## src/sv/psu_pkg.sv

```systemverilog
package psu_pkg;

	localparam int MAX_ENTRIES_DEF = 1024;

	localparam int SIZE_W      = 11;
	localparam int POS_W       = 10;
	localparam int ELEM_W      = 10;
	localparam int ST_W        = 2;
	localparam int REQ_W       = 2;
	localparam int RAND_W      = 32;
	localparam int IN_TDATA_W  = 48;
	localparam int OUT_TDATA_W = 24;
	localparam int APB_AW      = 3;
	localparam int APB_DW      = 32;

	localparam logic [SIZE_W-1:0] SIZE_RESET = 11'd1024;

	// request kinds
	localparam logic [REQ_W-1:0] REQ_DRAW = 2'd0;
	localparam logic [REQ_W-1:0] REQ_UNDO = 2'd1;
	localparam logic [REQ_W-1:0] REQ_READ = 2'd2;

	// result status
	localparam logic [ST_W-1:0] ST_OK        = 2'd0;
	localparam logic [ST_W-1:0] ST_ALL_DRAWN = 2'd1;
	localparam logic [ST_W-1:0] ST_NO_UNDO   = 2'd2;
	localparam logic [ST_W-1:0] ST_RANGE     = 2'd3;

	// register index (word address bit)
	localparam logic REG_ACTIVE_SIZE = 1'b0;
	localparam logic REG_FROM_BACK   = 1'b1;

	typedef struct packed {
		logic accept;
		logic clr_step;
		logic addr;
		logic data;
		logic wb;
		logic load;
	} ctrl_cmd_t;

	typedef struct packed {
		logic clr_last;
		logic err_now;
		logic swap;
	} dp_status_t;

endpackage

```

## src/sv/psu_cfg.sv

```systemverilog
module psu_cfg (
	input  logic                         clk,
	input  logic                         arst_n,
	input  logic                         psel,
	input  logic                         penable,
	input  logic                         pwrite,
	input  logic [psu_pkg::APB_AW-1:0]   paddr,
	input  logic [psu_pkg::APB_DW-1:0]   pwdata,
	output logic [psu_pkg::APB_DW-1:0]   prdata,
	output logic                         pready,
	output logic [psu_pkg::SIZE_W-1:0]   active_size,
	output logic                         from_back
);

	logic [psu_pkg::SIZE_W-1:0] active_size_q;
	logic                       from_back_q;
	logic                       wr;

	assign pready = 1'b1;
	assign wr     = psel & penable & pwrite & pready;

	always_ff @(posedge clk or negedge arst_n) begin
		if (!arst_n) begin
			active_size_q <= psu_pkg::SIZE_RESET;
			from_back_q   <= 1'b0;
		end else if (wr) begin
			unique case (paddr[2])
				psu_pkg::REG_ACTIVE_SIZE: active_size_q <= pwdata[psu_pkg::SIZE_W-1:0];
				psu_pkg::REG_FROM_BACK:   from_back_q   <= pwdata[0];
			endcase
		end
	end

	always_comb begin
		unique case (paddr[2])
			psu_pkg::REG_ACTIVE_SIZE: prdata = {{(psu_pkg::APB_DW-psu_pkg::SIZE_W){1'b0}},
				active_size_q};
			psu_pkg::REG_FROM_BACK:   prdata = {{(psu_pkg::APB_DW-1){1'b0}}, from_back_q};
		endcase
	end

	assign active_size = active_size_q;
	assign from_back   = from_back_q;

endmodule

```

## config.mk

```make
export PLATFORM = sky130hd
export DESIGN_NAME = psu_cfg
export DESIGN_NICKNAME = d
export VERILOG_FILES = /design/src/sv/psu_pkg.sv /design/src/sv/psu_cfg.sv
export SDC_FILE = /design/constraint.sdc
export NUM_CORES = 1
export LEC_CHECK = 0
export ABC_AREA = 1
export BUFFER_PORTS_ARGS = -buffer_cell sky130_fd_sc_hd__buf_2
export CORE_MARGIN = 2
export CORE_UTILIZATION = 25
export DETAILED_ROUTE_END_ITERATION = 7
export SLEW_MARGIN = 20
export SYNTH_ARGS = -nofsm -noshare
export SYNTH_HDL_FRONTEND = slang
export SYNTH_SLANG_ARGS = --single-unit
```

## constraint.sdc

```tcl
create_clock -name clk -period 0.8 [get_ports clk]
set_clock_uncertainty 0.1 [all_clocks]
set_input_delay 0.04 -clock clk [delete_from_list [all_inputs] [get_ports clk]]
set_output_delay 0.04 -clock clk [all_outputs]
set_load 0.01 [all_outputs]
```

Word level (Yosys, flattened, before mapping)
Index checks and enable logic that the tools add are counted.

Flip-flop bits (word level): 12. Bits of input ports: 40. Output and inout bits: 45. Logic and storage cells: 8.

Muxes and demuxes: 1. Bitwise logic cells: 3. Reductions and logical operators: 2.

Operators by type and width (number): $pmux W32 S2 (1); $reduce_and A2 Y1 (2); $and A1 B1 Y1 (2); $not A1 Y1 (1).

Logic depth before layout (Yosys ltp)
Gate-level depths: netlist of run 1.

Depth in word-level cells: 3. Depth in mapped cells: 5.

Worst setup path after synthesis of run 1
Ideal clock, no wire load.

Kind: reg2out. Start point: register active_size_q (netlist bit active_size[10]). End point: output port prdata[10] (netlist bit). Arrival time: 0.743 ns. Setup slack: -0.083 ns. Cell stages (with the launch flop): 3. Path buffers: 0. Path through: dfstp_2 > inv_1 > nor2_1.

Longest elaborated chain between the ends: 1.

RTL lines: from (decl) (line psu_cfg.sv:15) `logic [psu_pkg::SIZE_W-1:0] active_size_q;`; from (signal assigned) (line psu_cfg.sv:24) `active_size_q <= psu_pkg::SIZE_RESET;`; from (signal assigned) (line psu_cfg.sv:28) `psu_pkg::REG_ACTIVE_SIZE: active_size_q <= pwdata[psu_pkg::SIZE_W-1:0];`; $pmux W32 S2 (line psu_cfg.sv:35) `unique case (paddr[2])`; to (decl) (line psu_cfg.sv:9) `output logic [psu_pkg::APB_DW-1:0] prdata,`.

No other way between the ends. The select of a mux whose other input is x is not followed.

Final worst setup path of run 1
Ends and elaborated chain as after synthesis.

==> reports/results.ini, run 1 <==
[hold_path]
hp-start=penable
holdPathEnd=from_back
hold_path.class=in -> reg
whs_path_depth=4

[global_route]
grt_pass1_vias=653
grt_max_degree=13
grt_usage=0.111
antenna_found_initial=0
overflow=0
grt_first_pass_wirelength_um=2810

[run_status]
failed_checks=negative hold slack, negative setup slack
status=finished with violations

[yosys]
synth_most_common_cell=nand2_1
yosys.area_share.simple=0.288
synth_area_leaders=dfrtp_1 (36%), buf_4 (22%), nand2_1 (14%), nand3_1 (7.8%), inv_1 (5.4%)
synth_top_family_by_area=buffers and inverters
synth.avg_cell_area_um2=7.33
yosysUniqueCellTypes=13
synth_cells=105
synth_area_um2=769
ys_warn_count=0
synthTopCellsByCount=nand2_1 (28), buf_4 (23), nand3_1 (12)
muxShareOfSynthArea=0
synth_seq_cells=12
ys.flop_type=dfrtp_1
async_reset_ff_frac=1.00
synth_top_area_share=0.358
synth_compound_area_frac=0
synth_top_area_cell=dfrtp_1
synth_edf_count=0
synthAdderAreaFrac=0
ys_seq_area_frac=0.392
synthXorXnorAreaFrac=0

[finish]
regArea_um2=302
stdcell_area_um2=1170
fin_util=0.392
fillers=318
area_growth_pct=51.7
drive_gt1_frac=0.388
fin_cells=198
antenna_cells=0
nNetsFinal=206
multi_input_area_um2=324

[floorplan]
io_pins=85
die_h_um=59.5
coreArea_um2=2980
die_w_um=59.5
dieArea_um2=3540
start_util=0.258
row_count=20

[placed_design]
portBuffers=39
place_inst=178
hpwl_um=1410
dp_worst_setup_slack_ps=-122
gp_congestion=0.623
placed_cell_area_um2=947

[pwr]
ir_worst_vdd_v=0.000675
p_per_area_nw_per_um2=1760
switchingPower_uw=688
power.leakage_nw=0.701
seq_power_share=0.397
p_total_mw=2.06
combPwrFrac=0.365
swShare=0.334
p_int_mw=1.37
p_clk_frac=0.237

[run]
drv_cap=0

[drt]
drt_iter0_drc=10
drt_wl_total_um=1920
drc=0
ant_nets=0
drt-vias-per-instance=3.78
wl_per_cell_um=9.68
drtPass1Iterations=4
vias=748

[critical_path]
r2r_setup_slack_ps=-30
critPathRequiredTime_ps=660
end_kind=output pin
worstSetupPathType=reg -> out
crit_fanout=3
r2r_end=active_size[7]
r2r_cells=3
crit_path_max_incr_delay_ps=550
crit_family=flip-flops
crit_chain=inv_2 > nor2_4 > buf_6
arrival_ps=1050
critPathLaunchType=flop
crit_path_top_delay_cell=dfstp_2
cp_num_buf_inv=2
r2r-start=active_size[7]

[timing]
setup_tns_ps=-4870
fin_worst_hold_slack_ps=-13.1
setup_viol=28
fin_crit_sh=1.49
finalCriticalPeriod_ps=1190
rsz0062_at_grt=yes
drv_slew=0
setup_ws_ps=-392
fmax_mhz=839
finalHoldViolCount=1

[clocking]
clk_latency_ps=270
clockBufferDepth=2
cts_root_buf=clkbuf_4
cts_tree=yes
numCtsBuffers=3
cts.sinks=12
htreeDepth=1
path_clk_slew_ps=80

[worst reg2reg max path: cells and delay by family (launching register included)]
kind,cells,cell delay (ps)
buffers and inverters,1,120
flip-flops,1,400
AND/OR/NAND/NOR,2,100
[sequential cells by signal (all words and copies together), names as in the netlist]
name and flops:
active_size 11, from_back 1
[logic make-up (layout without fill, tap and decap cells)]
kind of cell	after synthesis	in the layout
flops	12	12
buf+inv	38	78
simple gates	53	53
other cells	2	22
[timing repair]
| action | in CTS | in global routing |
|---|---|---|
| hold buffers | 12 | 0 |
| endpoints found under the hold margin | 24 | 0 |
| pin swaps | 7 | 3 |
| setup endpoints to repair | 24 | 28 |
| buffers inserted | 4 | 0 |
| gates cloned | 0 | 0 |
| gates resized for setup | 2 | 8 |
[power by group through the flow]
stage               Clock [mW]  Combinational (mW)  Sequential [mW]
global placement             0               0.601            0.821
floorplan                    0               0.354            0.874
finish                   0.488               0.752            0.818
detailed placement           0               0.609            0.826
CTS                      0.520               0.722            0.815
global route             0.541               0.833            0.833
[metal layers]
layer | global-route usage | routed length, µm | share of wire | vias up
met5 | 0 | 0 | 0 | -
met4 | 0.0487 | 0 | 0 | 0
met3 | 0.0262 | 104 | 0.054 | 0
met2 | 0.196 | 977 | 0.51 | 30
met1 | 0.124 | 834 | 0.44 | 328
li1 | - | - | - | 390
[layout by cell type (no fill, tap or decap), drive strengths merged]
master / n
nand3: 12
nand4: 2
buf: 50
dfstp: 1
nand2: 28
nor2: 11
clkbuf: 4
dfrtp: 11
inv: 12
conb: 22
dlygate4sd3: 12
[worst max path at each step]
| stage | startpoint | endpoint | slack (ps) | cells past startpoint |
|---|---|---|---|---|
| 2_1_floorplan | active_size[10] | prdata[10] | -50 | 2 |
| 3_3_place_gp | active_size[10] | prdata[10] | -100 | 3 |
| 6_report | active_size[10] | prdata[10] | -390 | 3 |
| 5_1_grt | active_size[10] | prdata[10] | -440 | 3 |
| 3_5_place_dp | active_size[10] | prdata[10] | -120 | 3 |
| 4_1_cts | active_size[10] | prdata[10] | -410 | 3 |
[layout make-up]
cell class | instances | area share
repair buffers | 62 | 0.359
multi-input cells | 75 | 0.278
flip-flops and latches | 12 | 0.258
inverters | 12 | 0.0386
well taps | 33 | 0.0354
clock buffers | 4 | 0.0311
(Power assumes the default switching activity.)
==> run 2, diff against run 1 <==
--- a/config.mk
+++ b/config.mk
@@ -7,9 +7,12 @@
 export LEC_CHECK = 0
 export ABC_AREA = 1
 export BUFFER_PORTS_ARGS = -buffer_cell sky130_fd_sc_hd__buf_2
+export CELL_PAD_IN_SITES_DETAIL_PLACEMENT = 2
+export CELL_PAD_IN_SITES_GLOBAL_PLACEMENT = 2
 export CORE_MARGIN = 2
-export CORE_UTILIZATION = 25
+export CORE_UTILIZATION = 13
 export DETAILED_ROUTE_END_ITERATION = 7
+export PLACE_DENSITY_LB_ADDON = 0.1
 export SLEW_MARGIN = 20
 export SYNTH_ARGS = -nofsm -noshare
 export SYNTH_HDL_FRONTEND = slang
==> constraint.sdc (replaced) <==
create_clock -name clk -period 0.8 [get_ports clk]
set_clock_uncertainty 0.1 [all_clocks]
set_input_delay 0.04 -clock clk [delete_from_list [all_inputs] [get_ports clk]]
set_output_delay 0.04 -clock clk [all_outputs]
set_load 0.02 [all_outputs]
==> reports/results.ini, run 2 (synthesis gave the netlist of run 1 again) <==
[finish]
antenna_cells=0
fin_cells=234
drive_gt1_frac=0.553
layout_common_cells=nand2_1 (25), buf_6 (25), conb_1 (22), buf_2 (14)
largest_reg_flops=11
nNetsFinal=200
area_growth_pct=88.8

[timing]
fin_crit_sh=1.44
setup_ws_ps=-353
setup_viol=26
finalHoldViolCount=2
rsz0062_at_grt=yes
fin_worst_hold_slack_ps=-34.6
finalCriticalPeriod_ps=1150
drv_slew=0
fmax_mhz=867

[clocking]
cts.sinks=12
path_clk_slew_ps=60
cts_root_buf=clkbuf_8
cts_tree=yes
clockBufferDepth=2
postCtsHoldBufs=11
htreeDepth=1
numCtsBuffers=3
clk_latency_ps=240

[critical_path]
critPathLaunchType=flop
critPathRequiredTime_ps=660
worstSetupPathType=reg -> out
crit_path_max_incr_delay_ps=540
arrival_ps=1010
crit_path_top_delay_cell=dfstp_2
r2r-start=active_size[10]
r2r_cells=3
crit_chain=inv_2 > nor2_4 > buf_6
end_kind=output pin
r2r_end=active_size[10]
crit_fanout=3
crit_family=flip-flops
r2r_setup_slack_ps=-100
cp_num_buf_inv=2

[hold_path]
whs_path_depth=3
hold_path.class=in -> reg
holdPathEnd=from_back
hp-start=pwdata[0]

[floorplan]
io_pins=85
die_h_um=80.9
die_w_um=80.9
dieArea_um2=6550
start_util=0.132
coreArea_um2=5820
row_count=28

[run_status]
failed_checks=negative hold slack, negative setup slack
status=finished with violations

[global_route]
grt_pass1_vias=822
grt_first_pass_wirelength_um=3880
grt_usage=0.0789
antenna_found_initial=0
grt_max_degree=14
overflow=0

[drt]
drt_iter0_drc=16
drc=0
drtPass1Iterations=2
drt-vias-per-instance=3.35
wl_per_cell_um=11.0
vias=785
ant_nets=0
drt_wl_total_um=2580

[run]
drv_cap=0

[pwr]
power.leakage_nw=0.717
p_total_mw=2.81
ir_worst_vdd_v=0.000579
p_per_area_nw_per_um2=1930

[placed_design]
hpwl_um=1960
gp_congestion=0.633
place_inst=218
portBuffers=39

-- run 2: changes by cell type in the layout (fill, tap and decap cells not counted), sizes merged --
| cell | previous run | this run |
|---|---|---|
| dlymetal6s4s | 0 | 1 |
| buf | 50 | 45 |
| dlygate4sd3 | 12 | 10 |
-- run 2: layout make-up --
cell class                 count  area [µm²]
clock buffer                   4        55.1
fill                         690        4360
inverter                      12        45.0
multi-input combinational     75         397
sequential                    12         315
tap                           75        93.8
timing repair buffer          56         547
-- run 2: repair_timing --
item	CTS	global route
buffers inserted	1	3
setup endpoints to repair	23	30
hold endpoints to repair	24	2
pin swaps	4	6
resized for setup	54	9
-- run 2: per-stage QoR --
step / worst slack (ps) / area, µm² / hold WS, ps / utilization / setup TNS [ps]
after global routing: -400 / 1450 / -21.0 / 0.250 / -5810
after detailed placement: -134 / 1100 / -147 / 0.190 / -1290
after CTS: -363 / 1410 / -38.0 / 0.243 / -4890
after floorplan: -135 / 933 / -356 / - / -178
final: -353 / 1450 / -34.6 / 0.250 / -4890
after global placement: -129 / 1100 / -149 / 0.190 / -977
-- run 2: metal layers --
| layer | vias up | share of wire | track usage |
|---|---|---|---|
| li1 | 377 | - | - |
| met1 | 362 | 0.41 | 0.0900 |
| met2 | 40 | 0.50 | 0.138 |
| met3 | 6 | 0.082 | 0.0233 |
| met4 | 0 | 0.012 | 0.0305 |
| met5 | - | 0 | 0 |
-- run 2: report_power, final --
| part | internal, mW | switching [mW] | total, mW |
|---|---|---|---|
| clock network | 0.435 | 0.236 | 0.671 |
| registers | 0.750 | 0.124 | 0.874 |
| logic | 0.588 | 0.673 | 1.26 |
| total | 1.77 | 1.03 | 2.81 |
-- run 2: worst max path at each step --
stage / start / to / slack (ps) / cells past startpoint
2_1_floorplan: active_size[10] / prdata[10] / -130 / 2
3_3_place_gp: active_size[10] / prdata[10] / -130 / 3
3_5_place_dp: active_size[10] / prdata[10] / -130 / 3
4_1_cts: active_size[10] / prdata[10] / -360 / 3
5_1_grt: active_size[10] / prdata[10] / -400 / 3
6_report: active_size[10] / prdata[10] / -350 / 3
-- run 2: tightest hold or removal path, cell delays in order --
cell     delay (ps)
buf_2           100
nand3_1          70
nand2_1          70
