$ cat src/sv/psu_pkg.sv
package psu_pkg;

	localparam int MAX_ENTRIES_DEF = 1024;

	localparam int SIZE_W      = 11;
	localparam int POS_W       = 10;
	localparam int ELEM_W      = 10;
	localparam int ST_W        = 2;
	localparam int REQ_W       = 2;
	localparam int RAND_W      = 32;
	localparam int IN_TDATA_W  = 48;
	localparam int OUT_TDATA_W = 24;
	localparam int APB_AW      = 3;
	localparam int APB_DW      = 32;

	localparam logic [SIZE_W-1:0] SIZE_RESET = 11'd1024;

	// request kinds
	localparam logic [REQ_W-1:0] REQ_DRAW = 2'd0;
	localparam logic [REQ_W-1:0] REQ_UNDO = 2'd1;
	localparam logic [REQ_W-1:0] REQ_READ = 2'd2;

	// result status
	localparam logic [ST_W-1:0] ST_OK        = 2'd0;
	localparam logic [ST_W-1:0] ST_ALL_DRAWN = 2'd1;
	localparam logic [ST_W-1:0] ST_NO_UNDO   = 2'd2;
	localparam logic [ST_W-1:0] ST_RANGE     = 2'd3;

	// register index (word address bit)
	localparam logic REG_ACTIVE_SIZE = 1'b0;
	localparam logic REG_FROM_BACK   = 1'b1;

	typedef struct packed {
		logic accept;
		logic clr_step;
		logic addr;
		logic data;
		logic wb;
		logic load;
	} ctrl_cmd_t;

	typedef struct packed {
		logic clr_last;
		logic err_now;
		logic swap;
	} dp_status_t;

endpackage

$ cat src/sv/psu_ctrl.sv
module psu_ctrl (
	input  logic                clk,
	input  logic                arst_n,
	input  logic                s_tvalid,
	output logic                s_tready,
	output logic                m_tvalid,
	input  logic                m_tready,
	output psu_pkg::ctrl_cmd_t  cmd,
	input  psu_pkg::dp_status_t sts
);

	typedef enum logic [5:0] {
		S_CLEAR = 6'b000001,
		S_IDLE  = 6'b000010,
		S_ADDR  = 6'b000100,
		S_DATA  = 6'b001000,
		S_WB    = 6'b010000,
		S_FIN   = 6'b100000
	} state_t;

	state_t state_q, state_nxt;
	logic   m_tvalid_q;

	always_comb begin
		cmd          = '0;
		state_nxt    = state_q;
		unique case (state_q)
			S_CLEAR: begin
				cmd.clr_step = 1'b1;
				if (sts.clr_last) begin
					state_nxt = S_IDLE;
				end
			end
			S_IDLE: begin
				if (s_tvalid) begin
					cmd.accept = 1'b1;
					state_nxt  = sts.err_now ? S_FIN : S_ADDR;
				end
			end
			S_ADDR: begin
				cmd.addr  = 1'b1;
				state_nxt = S_DATA;
			end
			S_DATA: begin
				cmd.data  = 1'b1;
				state_nxt = sts.swap ? S_WB : S_FIN;
			end
			S_WB: begin
				cmd.wb    = 1'b1;
				state_nxt = S_FIN;
			end
			S_FIN: begin
				if (!m_tvalid_q || m_tready) begin
					cmd.load  = 1'b1;
					state_nxt = S_IDLE;
				end
			end
			default: state_nxt = S_CLEAR;
		endcase
	end

	always_ff @(posedge clk or negedge arst_n) begin
		if (!arst_n) begin
			state_q    <= S_CLEAR;
			m_tvalid_q <= 1'b0;
		end else begin
			state_q <= state_nxt;
			if (cmd.load) begin
				m_tvalid_q <= 1'b1;
			end else if (m_tready) begin
				m_tvalid_q <= 1'b0;
			end
		end
	end

	assign s_tready = (state_q == S_IDLE);
	assign m_tvalid = m_tvalid_q;

endmodule

$ cat config.mk
export PLATFORM = sky130hd
export DESIGN_NAME = psu_ctrl
export DESIGN_NICKNAME = d
export VERILOG_FILES = /design/src/sv/psu_pkg.sv /design/src/sv/psu_ctrl.sv
export SDC_FILE = /design/constraint.sdc
export NUM_CORES = 1
export LEC_CHECK = 0
export BUFFER_PORTS_ARGS = -buffer_cell sky130_fd_sc_hd__buf_4
export CAP_MARGIN = 40
export CORE_AREA = 2 2 39 41
export DETAILED_ROUTE_END_ITERATION = 8
export DIE_AREA = 0 0 41 43
export SETUP_SLACK_MARGIN = 0.2
export SLEW_MARGIN = 15
export SYNTH_ARGS = -nofsm -noshare
export SYNTH_HDL_FRONTEND = slang
export SYNTH_SLANG_ARGS = --single-unit
$ cat constraint.sdc
create_clock -name clk -period 1.83 [get_ports clk]
set_input_delay 0.0915 -clock clk [delete_from_list [all_inputs] [get_ports clk]]
set_output_delay 0.0915 -clock clk [all_outputs]
set_load 0.1 [all_outputs]
# == Yosys cells after proc, flatten, opt, wreduce, memory -nomap -nowiden ==
# Index checks and enable logic that the tools add are counted.
# word_totals
ff_bits,7
inputBits,7
out_inout_bits,8
wordCells,31
# op_classes
eq_ne,9
n_mux,16
n_reduce_logical,4
# ops
operator,n
$pmux 6 s6,1
$mux 6,5
$mux 1,10
$eq 6x1->1 const B,1
$eq 6x2->1 const B,1
$eq 6x3->1 const B,1
$eq 6x4->1 const B,1
$eq 6x5->1 const B,1
$eq 6x6->1 const B,1
$ne 2x2->1 const B,3
$reduce_and 3->1,1
$reduce_bool 2->1,1
$logic_not 1->1,1
$logic_or 1x1->1,1

# == Longest topological paths before layout ==
# Gate-level depths: netlist (run 1).
# depth
word_depth,5
depth_mapped,3
mapped_depth_nobuf,3

# == Least setup slack after synthesis (run 1) ==
# Ideal clock, no wire load.
# synth_timing
path_kind,flip-flop to output port
from,reg state_q[5]
to,out cmd[5] (netlist bit)
t_arrival_ns,4.369
t_required_ns,1.738
setup_slack_ns,-2.631
stages_incl_launch_ff,4
path_buffers,0
cell_sequence,dfrtp_1 -> or4_4 -> nor3b_1 -> and2_1
# synth_lines
item,line_no,text
"start, declared",psu_ctrl.sv:21,"state_t state_q, state_nxt;"
"start signal, assigned",psu_ctrl.sv:67,state_q <= state_nxt;
"end, declared",psu_ctrl.sv:8,"output psu_pkg::ctrl_cmd_t cmd,"

==> flow_metrics.py, run 1 <==
metrics = {
    "route": {
        "viasPerCell": 5.043,
        "totalWireLength_mm": 1.268,
        "drtIter0Drc": 2,
        "dr.pass1.iters": 2,
        "avgRoutedWirePerCell_um": 13.78,
        "drc_errors": 0,
        "ant_nets": 0,
        "vias": 464,
    },
    "power_and_ir_drop": {
        "power_uw": 1115,
        "power_density_mw_per_mm2": 1264,
        "peakVddDrop_v": 0.0007711,
        "leakage_uw": 0.0004133,
    },
    "final_layout": {
        "stdcell_area_um2": 882.1,
        "final_nets": 84,
        "layout_commonest_cell": "buf_4",
        "syn_to_final_growth_pct": 114.9,
        "drive_above_1_share_pct": 71.05,
        "fin_util_pct": 63.74,
        "final_cell_mix": "buf_4, buf_12, dfrtp_1",
        "n_antenna_cell": 0,
        "fillerInstances": 117,
    },
    "synthesis": {
        "syn_area_per_cell_um2": 10.26,
        "seq_area_frac_synth_pct": 42.99,
        "synthCells": 40,
        "synth_top_cell_area_share_pct": 36.59,
        "ys_ff_latch": 7,
        "syn_area_um2": 410.4,
        "yosys-top-cells-area": "dfrtp_1, nor3b_1, dfstp_2",
        "synth_cell_types": 24,
        "yosys_warnings": 0,
        "yosysTopAreaCell": "dfrtp_1",
        "synth_nets": 47,
    },
    "timing": {
        "period_minus_slack_ns": 1.991,
        "period_share_pct": 108.8,
        "finalWorstSetupSlack_ns": -0.1606,
        "tightest_slew_ns": 0.3900,
        "slew_headroom_pct": 73.93,
        "setup_viol": 8,
        "fin_skew_ns": 0.01031,
        "holdWs_ns": 0.06327,
        "rsz0062_at_grt": "yes",
        "hold_viol": 0,
        "drv_slew": 0,
        "max_clock_freq_mhz": 502.4,
    },
    "clock_network": {
        "cts_tree": "built",
        "cts_buffers": 3,
        "clkSinkCount": 7,
        "h-tree-depth": 1,
        "clock_latency_ns": 0.26,
        "cts_root_buffer": "clkbuf_4",
        "clk_pin_slew_worst_paths_ns": 0.06,
        "cts_buffer_depth": 2,
    },
    "critical_path": {
        "critPathKind": "reg -> out",
        "worstPathMaxFanout": 3,
        "critPathLaunchType": "flip-flop",
        "crit_arrival_ns": 1.90,
        "critPathRequiredTime_ns": 1.74,
        "crit_path_end_kind": "primary output",
    },
    "grt": {
        "grt_pass1_wl_mm": 2.049,
        "grt_pass1_vias": 487,
        "antenna_found_initial": 0,
        "grt_max_degree": 8,
        "grt_use_total_pct": 17.85,
        "grt-ovfl-total": 0,
    },
    "outcome": {
        "run_status": "finished with violations",
        "violations": "negative setup slack",
    },
    "floorplanning": {
        "initial_utilization_pct": 29.66,
        "die-height_um": 43,
        "io_pins": 15,
        "die-area_mm2": 0.001763,
        "core-area_mm2": 0.001384,
        "std_cell_rows": 14,
        "die-width_um": 41,
    },
    "placement": {
        "portBuffers": 14,
        "dpl_cell_area_um2": 655.6,
        "dp_hpwl_um": 829.9,
        "globalplace.congestion": 0.8080,
        "pre_cts_slack_ns": 0.01385,
    },
    "min_path": {
        "hold_class": "in -> reg",
    },
    "job": {
        "drv_cap": 0,
    },
}
[metrics by stage]
step,setup TNS (ns),cells
after floorplan,-3.415,40
after global placement,-0.006573,79
after detailed placement,0,79
after CTS,-0.7707,89
after global routing,-1.105,92
final,-0.6732,92
[cell usage after synthesis]
cell      instances
nor3_1            3
nand2_1           1
and2_1            2
or4_2             1
or3b_2            2
dfstp_2           1
nor2b_1           1
o211a_1           1
nor3b_1           4
xor2_1            1
nor2_1            1
a311o_1           1
or2_2             1
or4b_1            1
and3b_1           1
or4_4             2
nor4_1            1
nor4b_1           1
a311oi_1          1
a21oi_1           1
nand2b_1          3
o21ai_0           1
dfrtp_1           6
inv_1             2
[report_power, final]
part           total, µW  internal, µW  switching [µW]
combinational        759           354             405
sequential           210           189            21.2
clock                146          80.3            65.7
[worst paths after layout]
path | slack, ns | from | depth (start not counted) | end
min reg2reg | 0.57 | m_tvalid | 2 | m_tvalid
max | -0.16 | state_q[1] | 4 | cmd[0]
min in group asynchronous | 0.18 | arst_n | 2 | state_q[3]
min | 0.06 | sts[0] | 2 | state_q[4]
max in group asynchronous | 1.43 | arst_n | 2 | state_q[0]
max reg2reg | -0.09 | state_q[4] | 4 | state_q[1]
[final cells by class]
class / instances / area [µm²] / area share (%)
Sequential cell: 7 / 177.7 / 20.14
Clock inverter: 1 / 5.005 / 0.5674
Timing Repair Buffer: 32 / 341.6 / 38.72
Tap cell: 16 / 20.02 / 2.270
Multi-Input combinational cell: 31 / 304.0 / 34.47
Clock buffer: 3 / 22.52 / 2.553
Inverter: 2 / 11.26 / 1.277
[repair_timing]
| action | 4_1_cts | 5_1_grt |
|---|---|---|
| resized for setup | 24 | 7 |
| endpoints found under the setup margin | 10 | 12 |
| setup buffers | 5 | 3 |
| hold endpoints to repair | 7 | 0 |
| hold buffers | 1 | 0 |
| pin swaps | 5 | 4 |
[cell families (layout without fill, tap and decap cells)]
kind of cell | after synthesis | in the layout | synth area share, %
and+or+nand+nor | 25 | 25 | 43.60
DFF | 7 | 7 | 42.99
AOI/OAI and AO/OA | 5 | 5 | 9.449
buffers and inverters | 2 | 38 | 1.830
xor gates and xnor gates | 1 | 1 | 2.135
[worst max-delay path, stage by stage, from the launching register on]
cell and delay [ns]:
dfrtp_1 0.39, or4_4 0.52, or3b_4 0.41, nor2b_4 0.14
buf_12 0.18
[registers in the layout, summed over array words and instances, names as in the netlist]
name      cells
state_q       6
m_tvalid      1
[routing by layer]
metal	track usage [%]	wire length, µm
met5	0	0
met4	10.00	22
met2	26.88	662
met3	5.236	57
met1	21.59	525
Note: power is estimated with default switching activity, not from simulation.
==> run 2: changes to the inputs <==
--- a/config.mk
+++ b/config.mk
@@ -5,11 +5,11 @@
 export SDC_FILE = /design/constraint.sdc
 export NUM_CORES = 1
 export LEC_CHECK = 0
-export BUFFER_PORTS_ARGS = -buffer_cell sky130_fd_sc_hd__buf_4
 export CAP_MARGIN = 40
 export CORE_AREA = 2 2 39 41
 export DETAILED_ROUTE_END_ITERATION = 8
 export DIE_AREA = 0 0 41 43
+export DONT_BUFFER_PORTS = 1
 export SETUP_SLACK_MARGIN = 0.2
 export SLEW_MARGIN = 15
 export SYNTH_ARGS = -nofsm -noshare
==> flow_metrics.py, run 2 (synthesis results as in run 1) <==
metrics = {
    "outcome": {
        "run_status": "finished with violations",
        "violations": "negative setup slack",
    },
    "route": {
        "viasPerCell": 5.111,
        "drc_errors": 0,
        "totalWireLength_mm": 1.025,
        "vias": 414,
        "dr.pass1.iters": 3,
        "drtIter0Drc": 6,
        "ant_nets": 0,
        "avgRoutedWirePerCell_um": 12.65,
    },
    "critical_path": {
        "crit_arrival_ns": 1.90,
        "slowest_delay_ns": 0.52,
        "cp.buffers_inverters": 1,
        "r2r_setup_slack_ns": 0.02,
        "worstPathMaxFanout": 3,
        "critical-path-slowest-cell": "or4_4",
        "crit_path_end_kind": "primary output",
        "critPathKind": "reg -> out",
        "r2r_end": "state_q[1]",
        "critPathLaunchType": "flip-flop",
        "reg2reg_depth": 3,
        "critPathTopFamily": "simple AND/OR/NAND/NOR gates",
        "reg2reg_from": "state_q[4]",
        "crit_chain": "or4_4, or3b_4, nor2b_4, buf_12",
        "critPathRequiredTime_ns": 1.74,
    },
    "power_and_ir_drop": {
        "power_frac_clock_pct": 13.6,
        "power_uw": 983.6,
        "power_density_mw_per_mm2": 1282,
        "pwr-share-seq_pct": 21.5,
        "leakage_uw": 0.0003474,
        "internal_power_uw": 543.6,
        "netSwitchingFraction_pct": 44.74,
        "comb_power_share_pct": 64.9,
        "power.switching_uw": 440.0,
        "peakVddDrop_v": 0.001134,
    },
    "grt": {
        "grt-ovfl-total": 0,
        "grt_pass1_wl_mm": 1.766,
        "grt_use_total_pct": 14.78,
        "antenna_found_initial": 0,
        "grt_max_degree": 8,
        "grt_pass1_vias": 409,
    },
    "final_layout": {
        "final_cell_mix": "buf_4, buf_12, dfrtp_1",
        "n_antenna_cell": 0,
        "drive_above_1_share_pct": 56.92,
        "fin_util_pct": 55.43,
        "final_cells": 81,
        "largest_reg_flops": 6,
        "final_nets": 73,
        "largest_register": "state_q",
        "syn_to_final_growth_pct": 86.89,
        "layout_commonest_cell": "buf_4",
    },
    "clock_network": {
        "clock_latency_ns": 0.24,
        "cts_buffer_depth": 2,
        "cts_root_buffer": "clkbuf_4",
        "h-tree-depth": 1,
        "cts_buffers": 3,
        "clk_pin_slew_worst_paths_ns": 0.05,
        "clkSinkCount": 7,
        "cts_tree": "built",
    },
    "timing": {
        "drv_slew": 0,
        "period_share_pct": 108.7,
        "max_clock_freq_mhz": 502.9,
        "slew_headroom_pct": 70.45,
        "rsz0062_at_grt": "yes",
        "hold_viol": 0,
        "finalWorstSetupSlack_ns": -0.1586,
        "fin_skew_ns": 0.003671,
        "tightest_slew_ns": 0.4372,
        "holdWs_ns": 0.01486,
        "setup_viol": 6,
        "period_minus_slack_ns": 1.989,
        "final.setup.tns_ns": -0.5327,
    },
    "floorplanning": {
        "die-area_mm2": 0.001763,
        "die-height_um": 43,
        "std_cell_rows": 14,
        "io_pins": 15,
        "core-area_mm2": 0.001384,
        "initial_utilization_pct": 29.66,
        "die-width_um": 41,
    },
    "placement": {
        "dp_cells": 72,
        "dp_hpwl_um": 860.6,
        "globalplace.congestion": 0.8395,
        "portBuffers": 0,
    },
    "min_path": {
        "hold_end": "state_q[5]",
        "hold_class": "in -> reg",
        "hp-start": "s_tvalid",
        "holdPathStages": 1,
    },
    "job": {
        "drv_cap": 0,
    },
}
==> run 2: worst reg2reg max path, stage by stage, from the launching register on <==
cell and delay [ns]:
dfrtp_2 0.42, or4_4 0.58, or4b_1 0.48, a311oi_1 0.22
==> run 2: metrics by stage <==
stage	setup slack (ns)	cell area, µm²
3_3_place_gp	0.06913	684.4
2_1_floorplan	-0.6565	462.9
6_report	-0.1586	767.0
4_1_cts	-0.1741	749.5
3_5_place_dp	0.02815	684.4
5_1_grt	-0.2079	767.0
==> run 2: area by class of cell <==
type,instances,area [µm²]
Multi-Input combinational cell,31,282.8
Tap cell,16,20.02
Inverter,2,11.26
Clock buffer,3,22.52
Sequential cell,7,177.7
Timing Repair Buffer,21,247.7
Fill cell,116,616.8
Clock inverter,1,5.005
==> run 2: worst max-delay path by stage <==
stage	start	end	cells past startpoint
after floorplan	state_q[5]	cmd[5]	3
after global placement	state_q[1]	state_q[5]	4
after detailed placement	state_q[5]	state_q[1]	3
after CTS	state_q[1]	cmd[0]	4
after global routing	state_q[4]	cmd[0]	4
final	state_q[1]	cmd[0]	4
==> run 2: timing repair <==
action,4_1_cts,5_1_grt
resized for setup,3,0
endpoints found under the hold margin,8,1
cloned,0,0
buffers inserted,1,1
pin swaps,3,3
hold buffers,2,1
endpoints found under the setup margin,9,12
==> run 2: power by group through the flow <==
stage | clock [µW] | sequential, µW | combinational [µW]
detailed placement | 0 | 214 | 598
global placement | 0 | 212 | 596
CTS | 139 | 211 | 628
floorplan | 0 | 232 | 372
global route | 154 | 216 | 667
finish | 134 | 211 | 638
==> run 2: metal layers <==
layer  up-vias  wire length (µm)  GRT usage (%)
met5         -                 0              0
met4         0                 5          4.000
met3         2                42          3.141
met2         9               538          23.44
met1       201               439          19.47
li1        202                 -              -
==> run 3: changes to the inputs <==
--- a/config.mk
+++ b/config.mk
@@ -5,6 +5,7 @@
 export SDC_FILE = /design/constraint.sdc
 export NUM_CORES = 1
 export LEC_CHECK = 0
+export ABC_AREA = 1
 export CAP_MARGIN = 40
 export CORE_AREA = 2 2 39 41
 export DETAILED_ROUTE_END_ITERATION = 8
==> flow_metrics.py, run 3 <==
metrics = {
    "outcome": {
        "run_status": "finished clean",
    },
    "placement": {
        "globalplace.congestion": 0.7577,
        "portBuffers": 0,
        "dpl_cell_area_um2": 548.0,
        "dp_cells": 86,
        "pre_cts_slack_ns": 0.5919,
        "dp_hpwl_um": 755.3,
    },
    "floorplanning": {
        "initial_utilization_pct": 32.55,
        "die-height_um": 43,
        "core-area_mm2": 0.001384,
        "io_pins": 15,
        "die-area_mm2": 0.001763,
        "die-width_um": 41,
        "std_cell_rows": 14,
    },
    "critical_path": {
        "r2r_end": "state_q[0]",
        "critPathKind": "reg -> out",
        "worstPathMaxFanout": 3,
        "crit_arrival_ns": 1.41,
        "critPathRequiredTime_ns": 1.74,
        "cp.buffers_inverters": 3,
        "slowest_delay_ns": 0.56,
        "crit_chain": "inv_1, nor2_1, nand3_1, inv_1, buf_4",
        "critPathTopFamily": "flip-flops",
        "crit_path_end_kind": "primary output",
        "reg2reg_depth": 6,
        "crit_cells": 5,
        "critPathLaunchType": "flip-flop",
        "cp-endpoint": "cmd[4]",
        "crit_top_cell": "inv_1",
        "critical-path-slowest-cell": "dfstp_2",
        "critPathLaunch": "state_q[0]",
        "reg2reg_from": "state_q[0]",
        "r2r_setup_slack_ns": 0.60,
    },
    "synthesis": {
        "synth_ff_type": "dfrtp_1",
        "synth_nets": 69,
        "async_flop_share_pct": 100.0,
        "syn_area_um2": 450.4,
        "seq_area_frac_synth_pct": 39.17,
        "yosys-top-cells-area": "dfrtp_1, inv_1, nor2_1",
        "synth_cell_types": 13,
        "synth_common_cells": "inv_1, nor2_1, nand2_1",
        "yosys_warnings": 0,
        "yosysTopAreaCell": "dfrtp_1",
        "synth-adder-area-share_pct": 0,
        "synth_top_family_by_area": "simple AND/OR/NAND/NOR gates",
        "ys_ff_latch": 7,
        "synthXorXnorAreaFrac_pct": 0,
        "synth_most_common_cell": "inv_1",
        "syn_area_per_cell_um2": 7.265,
        "yosys.area_share.simple_pct": 46.67,
        "yosys-mux-area-fraction_pct": 0,
        "synth_top_cell_area_share_pct": 33.33,
        "synthCells": 62,
        "synth_edf_count": 0,
        "synth_compound_area_share_pct": 0,
    },
    "timing": {
        "period_share_pct": 82.25,
        "drv_slew": 0,
        "holdWs_ns": 0.02178,
        "tightest_slew_ns": 0.3347,
        "hold_viol": 0,
        "period_minus_slack_ns": 1.505,
        "slew_headroom_pct": 77.61,
        "finalWorstSetupSlack_ns": 0.3248,
        "max_clock_freq_mhz": 664.3,
        "final.setup.tns_ns": 0,
        "rsz0062_at_grt": "no",
        "fin_skew_ns": 0.001481,
        "setup_viol": 0,
    },
    "power_and_ir_drop": {
        "pwr-share-seq_pct": 25.2,
        "power.switching_uw": 521.2,
        "peakVddDrop_v": 0.0007057,
        "power_density_mw_per_mm2": 1556,
        "power_frac_clock_pct": 15.5,
        "comb_power_share_pct": 59.3,
        "leakage_uw": 0.0003597,
        "internal_power_uw": 405.6,
        "netSwitchingFraction_pct": 56.24,
    },
    "grt": {
        "grt_max_degree": 9,
        "grt_pass1_wl_mm": 1.462,
        "grt_pass1_vias": 388,
        "grt-ovfl-total": 0,
        "grt_use_total_pct": 12.21,
        "antenna_found_initial": 0,
    },
    "final_layout": {
        "drive_above_1_share_pct": 31.58,
        "stdcell_area_um2": 595.6,
        "largest_reg_flops": 6,
        "final_cell_mix": "inv_1, nand2_1, nor2_1, buf_4, dfrtp_1",
        "final_nets": 84,
        "multiInputGateArea_um2": 215.2,
        "n_antenna_cell": 0,
        "fillerInstances": 146,
        "final_cells": 92,
        "regArea_um2": 176.4,
        "layout_commonest_cell": "inv_1",
        "largest_register": "state_q",
        "syn_to_final_growth_pct": 32.22,
    },
    "clock_network": {
        "cts_tree": "built",
        "cts_hold_buf": 2,
        "cts_buffer_depth": 2,
        "clock_latency_ns": 0.25,
        "clkSinkCount": 7,
        "post_cts_buffers": 0,
        "cts.repair.resized": 0,
        "h-tree-depth": 1,
        "cts_root_buffer": "clkbuf_4",
        "clk_pin_slew_worst_paths_ns": 0.06,
        "cts_buffers": 3,
    },
    "min_path": {
        "hold_class": "in -> reg",
    },
    "route": {
        "vias": 412,
        "totalWireLength_um": 872,
        "viasPerCell": 4.478,
        "drtIter0Drc": 6,
        "drc_errors": 0,
        "ant_nets": 0,
        "avgRoutedWirePerCell_um": 9.478,
        "dr.pass1.iters": 2,
    },
    "job": {
        "drv_cap": 0,
    },
}
==> run 3: cell count changes in the layout (fill, tap and decap cells not counted), moves of 4 or more <==
cell	change
nand3_1	+5
buf_12	-5
nor2_2	+4
nor2_1	+8
nand2_1	+8
inv_1	+15
buf_4	-4
nand4_1	+5
==> run 3: logic make-up after synthesis <==
logic type | Yosys count
buffers and inverters | 17
AND/OR/NAND/NOR | 38
flip-flops | 7
==> run 3: power by group through the flow <==
stage	Clock (µW)	Sequential (µW)	Combinational, µW
floorplan	0	251	429
global placement	0	234	542
detailed placement	0	236	543
CTS	149	233	551
global route	160	237	586
finish	144	233	550
==> run 3: layout make-up <==
type | count | share of cell area [%]
Clock buffer | 3 | 3.782
Clock inverter | 1 | 0.8403
Inverter | 17 | 10.71
Multi-Input combinational cell | 38 | 36.13
Sequential cell | 7 | 29.62
Tap cell | 16 | 3.361
Timing Repair Buffer | 10 | 15.55
==> run 3: stage by stage <==
step	util (%)	power, µW
after floorplan	-	680.2
after global placement	39.60	776.2
after detailed placement	39.60	779.0
after CTS	43.04	933.4
after global routing	43.04	983.3
final	43.04	926.8
==> run 3: metal layers <==
metal	vias to the layer above	GRT usage [%]	part of all wire, %
li1	217	-	-
met1	187	14.38	46
met2	8	19.06	49
met3	0	6.806	5.2
met4	0	2.000	0
met5	-	0	0
==> run 3: how the worst min path moves through the flow <==
stage | start | end | slack, ns | cells past startpoint
2_1_floorplan | arst_n | m_tvalid | -0.20 | 0
3_3_place_gp | arst_n | state_q[3] | -0.20 | 0
3_5_place_dp | arst_n | state_q[3] | -0.20 | 0
4_1_cts | sts[2] | state_q[0] | 0.02 | 3
5_1_grt | sts[1] | state_q[2] | 0.02 | 2
6_report | sts[2] | state_q[0] | 0.02 | 3
==> run 3: worst reg2reg max path: stages, from the launching register on <==
cell and delay, ns:
dfstp_2 0.56, nor2_2 0.07, nand3_2 0.14, nand2_1 0.09, nor2_1 0.14, nand3_1 0.10, nand2_1 0.07
